## src/ftl_pkg.sv

```systemverilog
`timescale 1ns / 1ps
// package for the flow table lookup and insert block
// holds the flow key type, hash constants, round function, status codes and fsm states
package ftl_pkg;

    // default table geometry; buckets must be a power of two, at most 1048576
    localparam int FTL_BUCKETS    = 4096;
    localparam int FTL_WAYS       = 4;
    localparam int FTL_MAX_BUCKETS = 1048576;

    localparam int KEY_W      = 96;
    localparam int HASH_W     = 32;
    localparam int MIX_ROUNDS = 6;
    localparam int OUT_DATA_W = 48;
    localparam int OUT_BKT_W  = 12;
    localparam int OUT_WAY_W  = 2;

    localparam logic [31:0] MIX_C0 = 32'h7ed55d16;
    localparam logic [31:0] MIX_C1 = 32'hc761c23c;
    localparam logic [31:0] MIX_C2 = 32'h165667b1;
    localparam logic [31:0] MIX_C3 = 32'hd3a2646c;
    localparam logic [31:0] MIX_C4 = 32'hfd7046c5;
    localparam logic [31:0] MIX_C5 = 32'hb55a4f09;

    // first member sits in the high bits, so src_addr lands in bits 31:0
    typedef struct packed {
        logic [15:0] dst_port;
        logic [15:0] src_port;
        logic [31:0] dst_addr;
        logic [31:0] src_addr;
    } t_flow_key;

    typedef enum logic [1:0] {
        STS_FOUND    = 2'd0,
        STS_INSERTED = 2'd1,
        STS_FULL     = 2'd2
    } t_status;

    typedef enum logic [1:0] {
        LK_CLEAR,
        LK_IDLE,
        LK_CMP
    } t_lk_state;

    // memory control from the lookup sequencer to the table store
    typedef struct packed {
        logic rd_en;
        logic fill_we;
        logic key_we;
    } t_store_ctl;

    // one round of the six-round integer mix
    function automatic logic [31:0] mix_round(input logic [2:0] rnd, input logic [31:0] v);
        logic [31:0] r;
        case (rnd)
            3'd0:    r = (v + MIX_C0) + (v << 12);
            3'd1:    r = (v ^ MIX_C1) ^ (v >> 19);
            3'd2:    r = (v + MIX_C2) + (v << 5);
            3'd3:    r = (v + MIX_C3) ^ (v << 9);
            3'd4:    r = (v + MIX_C4) + (v << 3);
            3'd5:    r = (v ^ MIX_C5) ^ (v >> 16);
            default: r = v;
        endcase
        return r;
    endfunction

endpackage

```

## src/ftl_match.sv

```systemverilog
`timescale 1ns / 1ps
// bucket compare: matches the key against the filled ways, picks the first hit
// or the next free way; depends on ftl_pkg
module ftl_match
    import ftl_pkg::*;
#(
    parameter int WAYS    = FTL_WAYS,
    localparam int FILL_W = $clog2(WAYS + 1),
    localparam int WAY_W  = (WAYS > 1) ? $clog2(WAYS) : 1
) (
    input  logic [WAYS-1:0][KEY_W-1:0] i_keys,
    input  logic [FILL_W-1:0]          i_fill,
    input  t_flow_key                  i_key,
    output logic                       o_insert,
    output t_status                    o_status,
    output logic [WAY_W-1:0]           o_way
);

    logic [WAYS-1:0]  hit_vec;
    logic [WAY_W-1:0] hit_way;
    logic             found;

    always_comb begin
        for (int w = 0; w < WAYS; w++) begin
            hit_vec[w] = (FILL_W'(w) < i_fill) && (i_keys[w] == i_key);
        end
    end

    // lowest matching way wins
    always_comb begin
        hit_way = '0;
        for (int w = WAYS - 1; w >= 0; w--) begin
            if (hit_vec[w]) begin
                hit_way = WAY_W'(w);
            end
        end
    end

    assign found    = |hit_vec;
    assign o_insert = !found && (i_fill != FILL_W'(WAYS));

    always_comb begin
        if (found) begin
            o_status = STS_FOUND;
            o_way    = hit_way;
        end else if (o_insert) begin
            o_status = STS_INSERTED;
            o_way    = i_fill[WAY_W-1:0];
        end else begin
            o_status = STS_FULL;
            o_way    = '0;
        end
    end

endmodule

```

## config.mk

```make
export PLATFORM = sky130hd
export DESIGN_NAME = ftl_match
export DESIGN_NICKNAME = d
export VERILOG_FILES = /design/src/ftl_pkg.sv /design/src/ftl_match.sv
export SDC_FILE = /design/constraint.sdc
export NUM_CORES = 1
export LEC_CHECK = 0
export BUFFER_PORTS_ARGS = -buffer_cell sky130_fd_sc_hd__buf_2
export CAP_MARGIN = 20
export CELL_PAD_IN_SITES_DETAIL_PLACEMENT = 1
export CELL_PAD_IN_SITES_GLOBAL_PLACEMENT = 2
export CORE_AREA = 2 2 188 190
export DETAILED_ROUTE_END_ITERATION = 12
export DIE_AREA = 0 0 190 192
export PLACE_DENSITY = 0.66
export SLEW_MARGIN = 40
export SYNTH_ARGS = -nofsm -noshare
export SYNTH_HDL_FRONTEND = slang
export SYNTH_SLANG_ARGS = --single-unit
```

## constraint.sdc

```tcl
create_clock -name vclk -period 12.1
set_clock_uncertainty 0.1 [all_clocks]
set_input_delay 3.63 -clock vclk [all_inputs]
set_output_delay 3.63 -clock vclk [all_outputs]
set_load 0.02 [all_outputs]
```

==> flow_summary.yaml <==
setup_path:
  cp.required_ns: 8.37
  start_kind: "input pin"
  crit_type: "input pin to output port"
  max_stage_delay_ns: 0.59
  critPathCaptureType: "output port"
  cpMaxStageDelayCell: "or4_4"
  path_max_fanout: 5
  critical-path-top-delay-family: "simple AND/OR/NAND/NOR gates"
  crit_chain: "buf_2 > xnor2_1 > nand4_1 > nor4_1 > nand4_1 > or4_4 > nand4b_1 > a21oi_1 > buf_2"
  cp.buffers_inverters: 2
  cp.arrival_ns: 6.38
sta:
  drv_slew: 0
  relSlewSlack: 0.4116
  fin_crit_ns: 10.11
  finalSetupViolCount: 0
  rsz0062_at_grt: "no"
  hold_slack_ns: 7.619
  fin_setup_tns_ns: 0
  fin_crit_sh: 0.8358
  finalHoldViolations: 0
  max_slew.worst_pin.slew_ns: 0.8745
  fmax_ghz: 0.09888
layout:
  drive_gt1_frac: 0.4520
  final_common_cell: "buf_2"
  nClkBuffers: 0
  area.sequential_um2: 0
  synthToLayoutAreaGrowth_pct: 65.91
  mostFrequentLayoutCells: "488 x buf_2, 192 x xor2_1, 124 x xnor2_1"
  design.seq.count: 0
  post-route-util: 0.2213
  stdcell_area_mm2: 0.007587
  fin_nets: 1578
clocking:
  ctsResizeCount: 0
  cts_hold_buf: 0
  post_cts_buffers: 0
hold_path:
  hold_path_class: "input pin to output port"
  hold_path_depth: 4
  min_to: "o_status[1]"
  hp-start: "i_fill[2]"
outcome:
  status: "completed"
route:
  remaining_drc_errors: 0
  viasPerCell: 4.311
  wl_mm: 47.25
  drt-initial-drc-count: 229
  ant_nets: 0
  dr.pass1.iters: 4
  dr_total_vias: 6716
  wl_per_cell_um: 30.33
global_routing:
  antenna_found_initial: 20
  grt_util_all_layers: 0.2482
  grt_pass1_wl_mm: 60.37
  grt_start_max_net_pins: 8
  overflow: 0
  grt_pass1_vias: 7308
place:
  io_buffers: 488
  gp_congestion: 0.8891
  place_area_mm2: 0.007562
  hpwl_mm: 43.17
power_and_ir_drop:
  ir_worst_vdd_v: 0.00001526
  powerDensity_mw_per_mm2: 39.26
  p_seq_frac: 0
  internal_power_mw: 0.1274
  switching_share: 0.5722
  clkPwrFrac: 0
  power.switching_mw: 0.1705
  power_leakage_nw: 3.572
  combPwrFrac: 1.000
die:
  die_h_um: 192
  core.rowCount: 68
  die_x_um: 190
  ios: 488
  core_mm2: 0.03429
  start_util: 0.1334
  dieArea_mm2: 0.03648
synthesis:
  ys_types: 33
  synth_nets: 1099
  avgSynthCellArea_um2: 7.424
  ys_warn_count: 0
  yosysSeqAreaShare: 0
  synthCells: 616
  synth_area_mm2: 0.004573
flow_run:
  cap_violations: 0
## worst min-delay path, stage by stage
cell and delay, ns:
buf_2 0.18, nand2_1 0.09, nor2_1 0.04, buf_2 0.15
## routing by layer
metal	global-route usage	part of all wire
met2	0.4454	0.49
met4	0.06172	0.029
met3	0.05134	0.079
met5	0	0.0019
met1	0.3006	0.40
## how the worst max path moves through the flow
stage,start,to,slack (ns),depth (start not counted)
floorplan,i_key[11],o_way[0],2.89,8
global placement,i_key[28],o_way[1],1.75,9
detailed placement,i_key[63],o_insert,1.98,9
CTS,i_key[63],o_status[0],1.97,9
global route,i_key[28],o_status[1],1.94,9
finish,i_key[95],o_status[0],1.99,9
## power groups by stage
| stage | clock network [mW] | logic [mW] | registers [mW] |
|---|---|---|---|
| final | 0.0000000883 | 0.298 | 0 |
| after global routing | 0.0000000331 | 0.321 | 0 |
| after CTS | 0 | 0.302 | 0 |
| after detailed placement | 0 | 0.300 | 0 |
| after global placement | 0 | 0.299 | 0 |
| after floorplan | 0 | 0.110 | 0 |
## cells in the mapped netlist, drive strengths merged
master	count	area, µm²
nand3	7	35.03
o2bb2ai	2	17.52
o2111ai	8	70.07
o2111a	1	11.26
a221oi	3	26.28
nand4b	1	8.760
clkbuf	11	41.29
and2b	1	7.510
xor2	192	1682
a2111oi	6	52.55
o21ai	1	5.000
o221a	2	22.52
o22ai	15	93.84
a222oi	2	20.02
nand2	6	22.52
a22oi	1	7.510
nand4	42	262.8
inv	50	187.7
nor2b	21	131.4
nor2	4	15.01
and4	1	8.760
xnor2	124	1086
o221ai	4	35.03
a21oi	3	15.01
nand2b	27	168.9
a22o	6	52.55
a2111o	2	22.52
nor4	62	387.9
or4	4	33.78
o21ba	1	10.01
a21boi	1	7.510
nor3	5	25.02
## cells by family (layout without fill, tap and decap cells)
logic type                Yosys count  after routing  synth area share
xor gates and xnor gates          316            316            0.6052
and+or+nand+nor                   181            181            0.2421
buffers and inverters              61            538           0.05007
AOI/OAI and AO/OA                  58             58            0.1026
other                               0             10                 0
## per-stage QoR
step	worst slack (ns)	cells	power [mW]
after floorplan	2.887	616	0.1102
after global placement	1.747	1548	0.2987
after detailed placement	1.978	1548	0.3005
after CTS	1.973	1548	0.3022
after global routing	1.944	1551	0.3207
final	1.987	1558	0.2979
## cell type report
type	instances	area [µm²]
multi-input combinational	555	4363
fill	4335	26700
inverter	50	187.7
timing repair buffer	488	2442
antenna	10	25.02
tap	455	569.3
Power figures use the tool's default switching activity.
