[src/ftl_pkg.sv]
`timescale 1ns / 1ps
// package for the flow table lookup and insert block
// holds the flow key type, hash constants, round function, status codes and fsm states
package ftl_pkg;

    // default table geometry; buckets must be a power of two, at most 1048576
    localparam int FTL_BUCKETS    = 4096;
    localparam int FTL_WAYS       = 4;
    localparam int FTL_MAX_BUCKETS = 1048576;

    localparam int KEY_W      = 96;
    localparam int HASH_W     = 32;
    localparam int MIX_ROUNDS = 6;
    localparam int OUT_DATA_W = 48;
    localparam int OUT_BKT_W  = 12;
    localparam int OUT_WAY_W  = 2;

    localparam logic [31:0] MIX_C0 = 32'h7ed55d16;
    localparam logic [31:0] MIX_C1 = 32'hc761c23c;
    localparam logic [31:0] MIX_C2 = 32'h165667b1;
    localparam logic [31:0] MIX_C3 = 32'hd3a2646c;
    localparam logic [31:0] MIX_C4 = 32'hfd7046c5;
    localparam logic [31:0] MIX_C5 = 32'hb55a4f09;

    // first member sits in the high bits, so src_addr lands in bits 31:0
    typedef struct packed {
        logic [15:0] dst_port;
        logic [15:0] src_port;
        logic [31:0] dst_addr;
        logic [31:0] src_addr;
    } t_flow_key;

    typedef enum logic [1:0] {
        STS_FOUND    = 2'd0,
        STS_INSERTED = 2'd1,
        STS_FULL     = 2'd2
    } t_status;

    typedef enum logic [1:0] {
        LK_CLEAR,
        LK_IDLE,
        LK_CMP
    } t_lk_state;

    // memory control from the lookup sequencer to the table store
    typedef struct packed {
        logic rd_en;
        logic fill_we;
        logic key_we;
    } t_store_ctl;

    // one round of the six-round integer mix
    function automatic logic [31:0] mix_round(input logic [2:0] rnd, input logic [31:0] v);
        logic [31:0] r;
        case (rnd)
            3'd0:    r = (v + MIX_C0) + (v << 12);
            3'd1:    r = (v ^ MIX_C1) ^ (v >> 19);
            3'd2:    r = (v + MIX_C2) + (v << 5);
            3'd3:    r = (v + MIX_C3) ^ (v << 9);
            3'd4:    r = (v + MIX_C4) + (v << 3);
            3'd5:    r = (v ^ MIX_C5) ^ (v >> 16);
            default: r = v;
        endcase
        return r;
    endfunction

endpackage

[src/ftl_hash.sv]
`timescale 1ns / 1ps
// key hash pipeline: one mix round per stage on all three words, then the sum
// depends on ftl_pkg
module ftl_hash
    import ftl_pkg::*;
(
    input  logic              i_clk,
    input  logic              i_rst_n,
    input  logic              i_en,
    input  logic              i_vld,
    input  t_flow_key         i_key,
    output logic              o_vld,
    output logic [HASH_W-1:0] o_hash,
    output t_flow_key         o_key
);

    logic [MIX_ROUNDS-1:0] r_vld;
    t_flow_key             r_key [MIX_ROUNDS];
    logic [31:0]           r_wa  [MIX_ROUNDS];
    logic [31:0]           r_wb  [MIX_ROUNDS];
    logic [31:0]           r_wc  [MIX_ROUNDS];
    logic [31:0]           in_a  [MIX_ROUNDS];
    logic [31:0]           in_b  [MIX_ROUNDS];
    logic [31:0]           in_c  [MIX_ROUNDS];

    logic                  r_sum_vld;
    logic [HASH_W-1:0]     r_hash;
    t_flow_key             r_sum_key;

    assign in_a[0] = i_key.src_addr;
    assign in_b[0] = i_key.dst_addr;
    assign in_c[0] = {i_key.src_port, i_key.dst_port};

    for (genvar k = 0; k < MIX_ROUNDS; k++) begin : g_round
        if (k > 0) begin : g_link
            assign in_a[k] = r_wa[k-1];
            assign in_b[k] = r_wb[k-1];
            assign in_c[k] = r_wc[k-1];
        end

        always_ff @(posedge i_clk) begin
            if (!i_rst_n) begin
                r_vld[k] <= 1'b0;
            end else if (i_en) begin
                r_vld[k] <= (k == 0) ? i_vld : r_vld[(k > 0) ? k - 1 : 0];
            end
        end

        always_ff @(posedge i_clk) begin
            if (i_en) begin
                r_wa[k]  <= mix_round(3'(k), in_a[k]);
                r_wb[k]  <= mix_round(3'(k), in_b[k]);
                r_wc[k]  <= mix_round(3'(k), in_c[k]);
                r_key[k] <= (k == 0) ? i_key : r_key[(k > 0) ? k - 1 : 0];
            end
        end
    end

    always_ff @(posedge i_clk) begin
        if (!i_rst_n) begin
            r_sum_vld <= 1'b0;
        end else if (i_en) begin
            r_sum_vld <= r_vld[MIX_ROUNDS-1];
        end
    end

    always_ff @(posedge i_clk) begin
        if (i_en) begin
            r_hash    <= r_wa[MIX_ROUNDS-1] + r_wb[MIX_ROUNDS-1] + r_wc[MIX_ROUNDS-1];
            r_sum_key <= r_key[MIX_ROUNDS-1];
        end
    end

    assign o_vld  = r_sum_vld;
    assign o_hash = r_hash;
    assign o_key  = r_sum_key;

endmodule

[config.mk]
export PLATFORM = sky130hd
export DESIGN_NAME = ftl_hash
export DESIGN_NICKNAME = d
export VERILOG_FILES = /design/src/ftl_pkg.sv /design/src/ftl_hash.sv
export SDC_FILE = /design/constraint.sdc
export NUM_CORES = 2
export LEC_CHECK = 0
export ABC_AREA = 1
export BUFFER_PORTS_ARGS = -buffer_cell sky130_fd_sc_hd__buf_2
export CAP_MARGIN = 5
export CORE_MARGIN = 2
export CORE_UTILIZATION = 41
export DETAILED_ROUTE_END_ITERATION = 12
export PLACE_DENSITY = 0.61
export SLEW_MARGIN = 20
export SYNTH_ARGS = -nofsm -noshare
export SYNTH_HDL_FRONTEND = slang
export SYNTH_SLANG_ARGS = --single-unit
[constraint.sdc]
create_clock -name i_clk -period 3 [get_ports i_clk]
set_input_delay 0.6 -clock i_clk [delete_from_list [all_inputs] [get_ports i_clk]]
set_output_delay 0.6 -clock i_clk [all_outputs]
set_load 0.005 [all_outputs]
==> impl_metrics.py <==
metrics = {
    "outcome": {
        "outcome": "finished clean",
    },
    "synth": {
        "muxShareOfSynthArea_pct": 0,
        "synth_fp_nets": 7944,
        "ys_ff_latch": 1284,
        "ys.warnings.count": 0,
        "ys_async_sr_fraction_pct": 0,
        "avgSynthCellArea_sq_um": 9.55,
        "synthCells": 7296,
        "synth_compound_area_share_pct": 2.67,
        "synth_top_family_by_area": "simple AND/OR/NAND/NOR gates",
        "synth_ff_type": "edfxtp_1",
        "synth_top_area_share_pct": 55.1,
        "synth_area_leaders": "edfxtp_1 (55%), nand2_1 (12%), ha_1 (9.2%)",
        "ys_seq_area_share_pct": 55.3,
        "syn_area_sq_um": 69700,
        "synthAdderAreaFrac_pct": 10.2,
        "synth_simple_gate_area_share_pct": 18.6,
        "yosys.area.top_type": "edfxtp_1",
        "synthXorXnorAreaFrac_pct": 4.69,
        "synth_edf_count": 1277,
        "synth.distinct_cells": 44,
    },
    "detailed_routing": {
        "dr.pass1.iters": 6,
        "drc": 0,
        "ant_nets": 0,
        "vias": 46700,
        "drtIter0Drc": 2822,
        "wirelength_um": 156000,
        "vias_per_cell": 4.63,
        "wl_per_cell_um": 15.5,
    },
    "cells_and_area": {
        "multiInputGateArea_sq_um": 25200,
        "area_growth_pct": 13.7,
        "stdcell_area_sq_um": 79200,
        "final.fill_count": 15900,
        "regArea_sq_um": 38500,
        "postLayoutCoreUtil_pct": 46.8,
        "nets": 8410,
        "n_antenna_cell": 0,
        "drive_gt1_share_pct": 7.27,
    },
    "worst_setup_path": {
        "rr_startpoint": "r_wb[5][1]",
        "critPathMaxFanout": 3,
        "cp-end-kind": "register",
        "cp.required_ns": 3.54,
        "timing.setup.critical_path_class": "reg -> reg",
        "critPathLaunch": "r_wb[5][1]",
        "arrival_ns": 3.24,
        "startpoint_type": "register",
    },
    "min_path": {
        "hold_start": "i_key[44]",
        "min_path_type": "in -> reg",
    },
    "power_and_ir_drop": {
        "power.leakage_nw": 37.7,
        "powerDensity_nw_per_um2": 1080,
        "irDropWorstVdd_mv": 0.693,
    },
    "clock_tree": {
        "cts_num_sinks": 1284,
        "clk_path_buf_depth": 3,
        "h-tree-depth": 4,
        "cts_inserted_buffers": 140,
        "clock_latency_ns": 0.80,
        "root_buffer": "clkbuf_16",
        "post_cts_buffers": 0,
        "clk_pin_slew_ns": 0.06,
        "cts_tree": "yes",
        "ctsResizeCount": 0,
    },
    "floorplan": {
        "pin_count": 229,
        "die_area_sq_um": 173000,
        "dieWidth_um": 416,
        "rows": 151,
        "die_y_um": 416,
        "core_sq_um": 169000,
        "initial_core_util_pct": 41.2,
    },
    "placed_design": {
        "dp.final_hpwl_um": 123000,
        "place_ws_ns": 0.146,
        "port_buffers": 228,
        "place_area_sq_um": 74000,
        "gp_congestion": 0.902,
    },
    "sta": {
        "min_period_ns": 2.69,
        "hold_viol": 0,
        "setup_viol_count_final": 0,
        "setup_slack_ns": 0.308,
        "relSlewSlack_pct": 59.8,
        "tns_ns": 0,
        "rsz0062_at_grt": "no",
        "whs_ns": 0.0695,
        "finClkSkew_ns": 0.0426,
        "post-route-period-util_pct": 89.7,
        "timing.fmax_mhz": 371,
        "tightest_slew_ns": 0.603,
        "finalMaxSlewViolations": 0,
    },
    "run": {
        "maxCapViolations": 0,
    },
    "grt": {
        "grt_pass1_wl_um": 249000,
        "grt-ovfl-total": 0,
        "grt_util_all_layers_pct": 18.2,
        "first_global_vias": 46300,
        "grt_antenna_before_repair": 1,
        "grt_max_degree": 110,
    },
}
==> logic make-up (layout without fill, tap and decap cells) <==
kind of cell,after synthesis,after routing
adder cells (fa/ha/maj),548,548
buffers and inverters,1579,2153
AND/OR/NAND/NOR,3179,3179
flip-flops,1284,1284
AO/OA/AOI/OAI,333,333
XOR/XNOR,373,373
==> final cells by class <==
class / count / share of cell area (%)
Tap cell: 2218 / 3.51
Clock buffer: 168 / 4.61
Inverter: 1565 / 7.42
Clock inverter: 82 / 1.10
Multi-Input combinational cell: 4433 / 31.8
Sequential cell: 1284 / 48.6
Timing Repair Buffer: 338 / 2.90
==> what timing repair did <==
action / CTS / global route
endpoints found under the setup margin: 0 / 0
endpoints found under the hold margin: 66 / 0
hold buffers: 66 / 0
==> worst paths after layout <==
kind	to	slack (ns)	cells past startpoint
max reg2reg	o_hash[21]	0.31	11
min reg2reg	r_key[1][26]	0.41	0
min	r_key[0][44]	0.07	1
max	o_hash[21]	0.31	11
==> power by group <==
| group | internal [mW] | leakage [nW] | total [mW] | switching (mW) |
|---|---|---|---|---|
| logic | 13.8 | 23.0 | 39.9 | 26.1 |
| clock network | 9.80 | 2.18 | 16.9 | 7.10 |
| registers | 26.0 | 12.6 | 28.9 | 2.83 |
| total | 49.7 | 37.7 | 85.7 | 36.0 |
==> routing by layer <==
metal,global-route usage (%),routed length (um)
met1,24.2,72500
met2,30.8,74000
met3,2.90,5920
met4,4.74,3470
met5,0,0
==> cells in the mapped netlist (3+ instances only) <==
cell      instances
nand2_1        2171
inv_1          1537
edfxtp_1       1277
ha_1            513
nor2_1          489
nand3_1         293
xor2_1          274
a21oi_1         211
xnor2_1          99
nand4_1          88
o21ai_0          46
o21bai_1         41
nor3_1           36
fa_1             35
inv_2            22
nand3b_1         21
nand2_2          19
nor2_2           16
nand3_2          11
nor3_2           11
o21ai_1          11
and2_1           10
buf_2            10
dfxtp_1           7
a21o_1            5
nor2_4            4
o21ai_2           4
or2_1             4
a21boi_0          3
a21boi_2          3
a21oi_2           3
clkinv_1          3
clkinv_2          3
==> flip-flops by register name, indices dropped and copies added (netlist names) <==
name / flops
o_hash: 32
o_key: 96
o_vld: 1
r_key: 576
r_vld: 6
r_wa: 191
r_wb: 191
r_wc: 191
==> stage by stage <==
stage	cells	total power [mW]
finish	10100	85.7
global route	10100	93.5
CTS	10100	86.6
detailed placement	9772	69.2
global placement	9772	68.7
floorplan	7296	56.9
==> layout by cell type (no fill, tap or decap), types with 22 or more instances in the layout <==
| cell type | instances |
|---|---|
| nor3_1 | 36 |
| clkbuf_1 | 26 |
| o21bai_1 | 41 |
| nand4_1 | 88 |
| buf_4 | 32 |
| inv_2 | 22 |
| nand2_1 | 2171 |
| clkbuf_16 | 142 |
| buf_2 | 227 |
| nor2_1 | 489 |
| ha_1 | 513 |
| xor2_1 | 274 |
| o21ai_0 | 46 |
| xnor2_1 | 99 |
| fa_1 | 35 |
| nand3_1 | 293 |
| clkinv_1 | 29 |
| inv_1 | 1537 |
| a21oi_1 | 211 |
| edfxtp_1 | 1277 |
| dlygate4sd3_1 | 66 |
==> critical path: stages, from the launching register on <==
cell	delay, ns
edfxtp_1	0.40
fa_1	0.49
ha_1	0.25
fa_1	0.49
nand3_1	0.10
nand3_1	0.13
nand3_1	0.11
nand3_1	0.20
nand2_1	0.14
nand2_1	0.06
nand2_1	0.06
nand2_1	0.04
Power figures use the tool's default switching activity.
